[src/sv/isort_pkg.sv]
// Types and constants shared by the insertion sorter files.
package isort_pkg;

    localparam int DATA_W    = 32;
    localparam int DEPTH_DEF = 32;

    typedef logic signed [DATA_W-1:0] data_t;

    // Data handed from one cell to the next one up.
    typedef struct packed {
        data_t data;
        logic  gt;
    } link_t;

    // Commands broadcast to every cell.
    typedef struct packed {
        logic insert;
        logic shift;
    } ctrl_t;

    typedef enum logic {
        ST_LOAD,
        ST_DRAIN
    } state_t;

endpackage

[src/sv/isort_ifs.sv]
// Valid/ready channel interfaces for the insertion sorter input and output.
interface isort_in_if;
    logic              valid;
    logic              ready;
    isort_pkg::data_t  value;
    logic              last;

    modport source (output valid, output value, output last, input ready);
    modport sink   (input valid, input value, input last, output ready);
endinterface

interface isort_out_if;
    logic              valid;
    logic              ready;
    isort_pkg::data_t  sorted_value;
    logic              last_out;
    logic              overflow;

    modport source (output valid, output sorted_value, output last_out,
                    output overflow, input ready);
    modport sink   (input valid, input sorted_value, input last_out,
                    input overflow, output ready);
endinterface

[src/sv/insertion_sorter.sv]
// Top level of the streaming insertion sorter: control and the chain of cells.
// Usage:
//   in_ch carries one signed 32-bit value per transfer; last marks the final
//   element of a set. Each accepted value is inserted into a chain of DEPTH
//   compare-and-shift cells as it is taken, so a set loads at one value per
//   clock. Equal values keep arrival order. Values beyond DEPTH are dropped.
//   In the cycle after the transfer carrying last, out_ch presents the smallest
//   element; each out_ch transfer shifts the chain down by one cell, so a set
//   of N stored elements drains in N transfers, one per cycle at best.
//   last_out marks the final result; overflow is high on every result of a
//   set that lost elements. in_ch.ready stays low while the set drains, so no
//   new set is taken until the final result has been accepted.
//   A stalled receiver simply holds the current result and the chain.
//   Reset clears the element count, the overflow flag and the drain state;
//   cell contents are not reset and are never shown before being written.
module insertion_sorter #(
    parameter int DEPTH = isort_pkg::DEPTH_DEF
) (
    input  logic         clk,
    input  logic         rst_n,
    isort_in_if.sink     in_ch,
    isort_out_if.source  out_ch
);

    localparam int CW = $clog2(DEPTH + 1);

    isort_pkg::state_t state_reg;
    isort_pkg::state_t state_next;
    logic [CW-1:0]     count_reg;
    logic [CW-1:0]     count_next;
    logic              dropped_reg;
    logic              dropped_next;

    isort_pkg::ctrl_t  ctrl;
    isort_pkg::link_t  links [DEPTH];
    logic              in_xfer;
    logic              out_xfer;
    logic              full;
    logic              drain_done;

    assign full       = (count_reg == CW'(DEPTH));
    assign drain_done = (count_reg == CW'(1));
    assign in_xfer    = in_ch.valid && in_ch.ready;
    assign out_xfer   = out_ch.valid && out_ch.ready;

    // Next state
    always_comb
    begin
        state_next = state_reg;
        case (state_reg)
            isort_pkg::ST_LOAD:
            begin
                if (in_xfer && in_ch.last)
                begin
                    state_next = isort_pkg::ST_DRAIN;
                end
            end
            isort_pkg::ST_DRAIN:
            begin
                if (out_xfer && drain_done)
                begin
                    state_next = isort_pkg::ST_LOAD;
                end
            end
            default:
            begin
                state_next = isort_pkg::ST_LOAD;
            end
        endcase
    end

    // Handshake and cell commands; ready and valid are fixed per state
    always_comb
    begin
        in_ch.ready  = 1'b0;
        out_ch.valid = 1'b0;
        ctrl.insert  = 1'b0;
        ctrl.shift   = 1'b0;
        case (state_reg)
            isort_pkg::ST_LOAD:
            begin
                in_ch.ready = 1'b1;
                ctrl.insert = in_ch.valid && !full;
            end
            isort_pkg::ST_DRAIN:
            begin
                out_ch.valid = 1'b1;
                ctrl.shift   = out_ch.ready;
            end
            default:
            begin
                in_ch.ready = 1'b0;
            end
        endcase
    end

    // Count stored elements and track dropped ones
    always_comb
    begin
        count_next   = count_reg;
        dropped_next = dropped_reg;
        if (ctrl.insert)
        begin
            count_next = count_reg + CW'(1);
        end
        else if (ctrl.shift)
        begin
            count_next = count_reg - CW'(1);
        end
        if (in_xfer && full)
        begin
            dropped_next = 1'b1;
        end
        else if (out_xfer && drain_done)
        begin
            dropped_next = 1'b0;
        end
    end

    always_ff @(posedge clk or negedge rst_n)
    begin
        if (!rst_n)
        begin
            state_reg   <= isort_pkg::ST_LOAD;
            count_reg   <= '0;
            dropped_reg <= 1'b0;
        end
        else
        begin
            state_reg   <= state_next;
            count_reg   <= count_next;
            dropped_reg <= dropped_next;
        end
    end

    // Chain of cells, lowest value in cell 0
    for (genvar i = 0; i < DEPTH; i++)
    begin : g_cell
        isort_pkg::link_t prev_link;
        isort_pkg::data_t above_data;

        if (i == 0)
        begin : g_bottom
            assign prev_link = '0;
        end
        else
        begin : g_inner
            assign prev_link = links[i-1];
        end

        if (i == DEPTH - 1)
        begin : g_top
            assign above_data = '0;
        end
        else
        begin : g_below
            assign above_data = links[i+1].data;
        end

        isort_cell u_cell (
            .clk        (clk),
            .ctrl       (ctrl),
            .new_value  (in_ch.value),
            .occupied   (CW'(i) < count_reg),
            .at_free    (CW'(i) == count_reg),
            .prev_link  (prev_link),
            .above_data (above_data),
            .link       (links[i])
        );
    end

    // Present the bottom cell
    assign out_ch.sorted_value = links[0].data;
    assign out_ch.last_out     = drain_done;
    assign out_ch.overflow     = dropped_reg;

endmodule

[src/sv/isort_cell.sv]
// One compare-and-shift cell of the sorting chain.
module isort_cell (
    input  logic              clk,
    input  isort_pkg::ctrl_t  ctrl,
    input  isort_pkg::data_t  new_value,
    input  logic              occupied,
    input  logic              at_free,
    input  isort_pkg::link_t  prev_link,
    input  isort_pkg::data_t  above_data,
    output isort_pkg::link_t  link
);

    isort_pkg::data_t data_reg;
    isort_pkg::data_t data_next;
    logic             gt;

    // Flag an occupied entry that sorts strictly above the new value
    assign gt = occupied && (data_reg > new_value);

    assign link.data = data_reg;
    assign link.gt   = gt;

    // Shift down while draining; on insert take the lower neighbor or the new value
    always_comb
    begin
        data_next = data_reg;
        if (ctrl.shift)
        begin
            data_next = above_data;
        end
        else if (ctrl.insert)
        begin
            if (prev_link.gt)
            begin
                data_next = prev_link.data;
            end
            else if (gt || at_free)
            begin
                data_next = new_value;
            end
        end
    end

    always_ff @(posedge clk)
    begin
        data_reg <= data_next;
    end

endmodule

[src/flat_wrapper.sv]
// flat-port wrapper written by rule: the top's interface ports become plain ports
module insertion_sorter_flat 
#(
    parameter int DEPTH = isort_pkg::DEPTH_DEF
)
  (clk, rst_n, in_ch_valid, in_ch_value, in_ch_last, in_ch_ready, out_ch_valid, out_ch_sorted_value, out_ch_last_out, out_ch_overflow, out_ch_ready);
  isort_in_if in_ch_i ();
  isort_out_if out_ch_i ();
  input  logic clk;
  input  logic rst_n;
  input wire logic [$bits(in_ch_i.valid)-1:0] in_ch_valid;
  input wire logic [$bits(in_ch_i.value)-1:0] in_ch_value;
  input wire logic [$bits(in_ch_i.last)-1:0] in_ch_last;
  output wire logic [$bits(in_ch_i.ready)-1:0] in_ch_ready;
  output wire logic [$bits(out_ch_i.valid)-1:0] out_ch_valid;
  output wire logic [$bits(out_ch_i.sorted_value)-1:0] out_ch_sorted_value;
  output wire logic [$bits(out_ch_i.last_out)-1:0] out_ch_last_out;
  output wire logic [$bits(out_ch_i.overflow)-1:0] out_ch_overflow;
  input wire logic [$bits(out_ch_i.ready)-1:0] out_ch_ready;
  assign in_ch_i.valid = in_ch_valid;
  assign in_ch_i.value = in_ch_value;
  assign in_ch_i.last = in_ch_last;
  assign in_ch_ready = in_ch_i.ready;
  assign out_ch_valid = out_ch_i.valid;
  assign out_ch_sorted_value = out_ch_i.sorted_value;
  assign out_ch_last_out = out_ch_i.last_out;
  assign out_ch_overflow = out_ch_i.overflow;
  assign out_ch_i.ready = out_ch_ready;
  insertion_sorter #(.DEPTH(DEPTH)) u_core (.clk(clk), .rst_n(rst_n), .in_ch(in_ch_i), .out_ch(out_ch_i));
endmodule
[config.mk]
export PLATFORM = sky130hd
export DESIGN_NAME = insertion_sorter_flat
export DESIGN_NICKNAME = d
export VERILOG_FILES = /design/src/sv/isort_pkg.sv /design/src/sv/isort_ifs.sv /design/src/sv/insertion_sorter.sv /design/src/sv/isort_cell.sv /design/src/flat_wrapper.sv
export SDC_FILE = /design/constraint.sdc
export NUM_CORES = 2
export LEC_CHECK = 0
export BUFFER_PORTS_ARGS = -buffer_cell sky130_fd_sc_hd__buf_2
export CAP_MARGIN = 20
export CELL_PAD_IN_SITES_DETAIL_PLACEMENT = 0
export CELL_PAD_IN_SITES_GLOBAL_PLACEMENT = 1
export CORE_MARGIN = 8
export CORE_UTILIZATION = 39
export DETAILED_ROUTE_END_ITERATION = 6
export PLACE_DENSITY = 0.75
export SYNTH_ARGS = -nofsm -noshare
export SYNTH_HDL_FRONTEND = slang
export SYNTH_SLANG_ARGS = --single-unit
[constraint.sdc]
create_clock -name clk -period 6.14 [get_ports clk]
set_input_delay 0.307 -clock clk [delete_from_list [all_inputs] [get_ports clk]]
set_output_delay 0.307 -clock clk [all_outputs]
set_load 0.02 [all_outputs]
==> impl_metrics.json <==
{
  "fp.dieW_um": 455,
  "p_seq_frac": 0.365,
  "yosys-top-cells-area": "edfxtp_1 (40%), ha_1 (17%), mux2i_1 (12%), o21ai_0 (7.0%), nand2_1 (5.6%)",
  "synth_largest_area_cell": "edfxtp_1",
  "combPwrFrac": 0.473,
  "power.internal_uw": 26700,
  "yosysWarningCount": 0,
  "dp.cells": 9740,
  "switching_power_uw": 21200,
  "syn2layout_area_growth_pct": 11.1,
  "vias": 62200,
  "syn_area_per_cell_um2": 10.2,
  "holdCritPathClass": "primary input to register",
  "synth_cells": 7377,
  "numPortBuffers": 72,
  "postLayoutCoreUtil": 0.435,
  "grt_pass1_wl_um": 413000,
  "leakage_uw": 0.0351,
  "cts.clk_slew.worst_paths_ns": 0.06,
  "die_area_mm2": 0.207,
  "wire_per_inst_um": 28.5,
  "start_util": 0.391,
  "wirelength_um": 284000,
  "drv_cap": 0,
  "drtIter0Drc": 6333,
  "tightest_slew_ns": 1.24,
  "grt_pass1_vias": 62100,
  "cts-htree-levels": 3,
  "critical_path_arrival_ns": 5.24,
  "setup_tns_ns": 0,
  "mappedNetlistNets": 8442,
  "start_kind": "register",
  "grt_max_degree": 251,
  "clock_path_buffers": 3,
  "postPlaceCellArea_mm2": 0.0791,
  "gp_congestion": 0.936,
  "worst_ep_required_time_ns": 6.59,
  "fmax_mhz": 209,
  "drive_gt1_frac": 0.0820,
  "crit_fanout": 20,
  "largest_reg_flops": 1024,
  "rows": 161,
  "synth_seq_area_share": 0.408,
  "die_h_um": 455,
  "instances_no_fill": 9977,
  "layout_common_cells": "nand2_1 (1,121), o21ai_0 (1,034), ha_1 (1,028)",
  "ys_ff_latch": 1032,
  "fin_area_mm2": 0.0833,
  "fin_worst_skew_ns": 0.0664,
  "cts.sinks": 1032,
  "netSwitchingFraction": 0.442,
  "relSlewSlack": 0.169,
  "ant_nets": 0,
  "rsz0062_at_grt": "false",
  "synth_cell_types": 83,
  "nNetsFinal": 8409,
  "synth-edff-count": 992,
  "peakVddDrop_v": 0.000343,
  "clock-root-buffer": "clkbuf_16",
  "antenna_found_initial": 15,
  "pwr_density_cell_mw_per_mm2": 574,
  "ys_async_sr_fraction": 0.00775,
  "final_common_cell": "nand2_1",
  "drt_first_pass_iters": 6,
  "slew_violations": 0,
  "synth_top_area_share": 0.397,
  "place.detailed.hpwl_um": 203000,
  "setup-violations-final": 0,
  "worstSetupPathType": "register to register",
  "cts_tree": "built",
  "syn-cell-area_mm2": 0.0750,
  "core_area_mm2": 0.192,
  "hold_violations": 0,
  "end_kind": "register",
  "synth_ff_type": "edfxtp_1",
  "cts-resized-gates": 0,
  "via_per_inst": 6.24,
  "grt-ovfl-total": 0,
  "clkPwrFrac": 0.162,
  "track_usage": 0.264,
  "status": "finished clean",
  "fin_crit_ns": 4.80,
  "clock_latency_ns": 0.80,
  "finalCritPeriodShare": 0.781,
  "cts_buffers": 120,
  "drc": 0,
  "ios": 73
}
[worst max-delay path, stage by stage, from the launching register on]
cell       delay, ns
edfxtp_1        0.58
ha_1            0.38
a21oi_1         0.14
o21ai_0         0.29
a221o_1         0.51
a2111o_1        0.46
a2111oi_4       0.39
nor2_2          0.09
nor3_4          0.51
a21oi_1         0.19
a31oi_4         0.64
buf_16          0.25
[area by class of cell]
cell class              count  area [um2]
fillers                 18300      108000
multi-input cells        5787       42500
flip-flops and latches   1032       30600
well taps                2526        3160
clock buffers             141        3100
repair buffers            312        2570
clock inverters            86        1030
inverters                  91         342
diodes                      2        5.00
[routing by layer]
metal,track usage,share of wire,up-vias
met5,0,0.00012,-
met4,0.129,0.059,6
met3,0.0440,0.070,738
met2,0.430,0.46,2600
met1,0.342,0.42,31000
li1,-,-,27900
[path summary, 6_finish.rpt]
path                                                  startpoint                                     to  slack [ns]  cells past startpoint
min                                              in_ch_value[29]   u_core.g_cell[0].u_cell.data_reg[29]        0.18                      3
max                        u_core.g_cell[20].u_cell.data_reg[11]  u_core.g_cell[21].u_cell.data_reg[16]        1.34                     11
max reg2reg                u_core.g_cell[20].u_cell.data_reg[11]  u_core.g_cell[21].u_cell.data_reg[16]        1.34                     11
min reg2reg                               u_core.out_ch.overflow                 u_core.out_ch.overflow        0.53                      2
max in group asynchronous                                  rst_n                       u_core.state_reg        5.69                      2
min in group asynchronous                                  rst_n                    u_core.count_reg[0]        0.19                      2
[cells in the mapped netlist, types with 16 or more instances]
cell	count
nand2_1	1122
o21ai_0	1049
ha_1	1028
edfxtp_1	992
mux2i_1	921
a21oi_1	408
clkbuf_1	330
nand4_1	219
a21o_1	212
nor2_1	143
inv_1	91
buf_2	77
o211ai_1	69
nand3_1	68
nor2b_1	63
o21ai_1	59
nor3_1	49
a211oi_1	41
o211a_1	34
dfxtp_1	32
a31oi_1	27
buf_4	26
nor4_1	26
clkbuf_4	20
o221ai_1	20
a221oi_1	17
o21a_1	16
[cell families after synthesis]
family          after synthesis  share of synthesized area
flops                      1032                      0.408
fa+ha+maj                  1028                      0.171
xor+xnor                      6                   0.000701
buf+inv                     558                     0.0324
simple gates               1772                      0.105
compound gates             2053                      0.159
mux                         928                      0.124
[through the flow]
stage | power [uW] | hold WS (ns) | setup WS [ns]
2_1_floorplan | 31500 | 0.0114 | 0.0886
3_3_place_gp | 38700 | 0.235 | 1.15
3_5_place_dp | 39500 | 0.237 | 1.01
4_1_cts | 47400 | 0.134 | 1.40
5_1_grt | 50500 | 0.146 | 1.22
6_report | 47900 | 0.184 | 1.34
[power by group through the flow]
stage	sequential, uW	clock, uW	combinational [uW]
after global placement	17400	0	21300
after detailed placement	17400	0	22100
after global routing	17600	8090	24800
after floorplan	15200	0	16300
final	17500	7760	22600
after CTS	17300	7850	22200
[timing repair]
action / CTS / global route
hold endpoints to repair: 10 / 0
hold buffers: 4 / 0
setup buffers: 0 / 0
No activity file was read; power rests on OpenSTA's default activity.
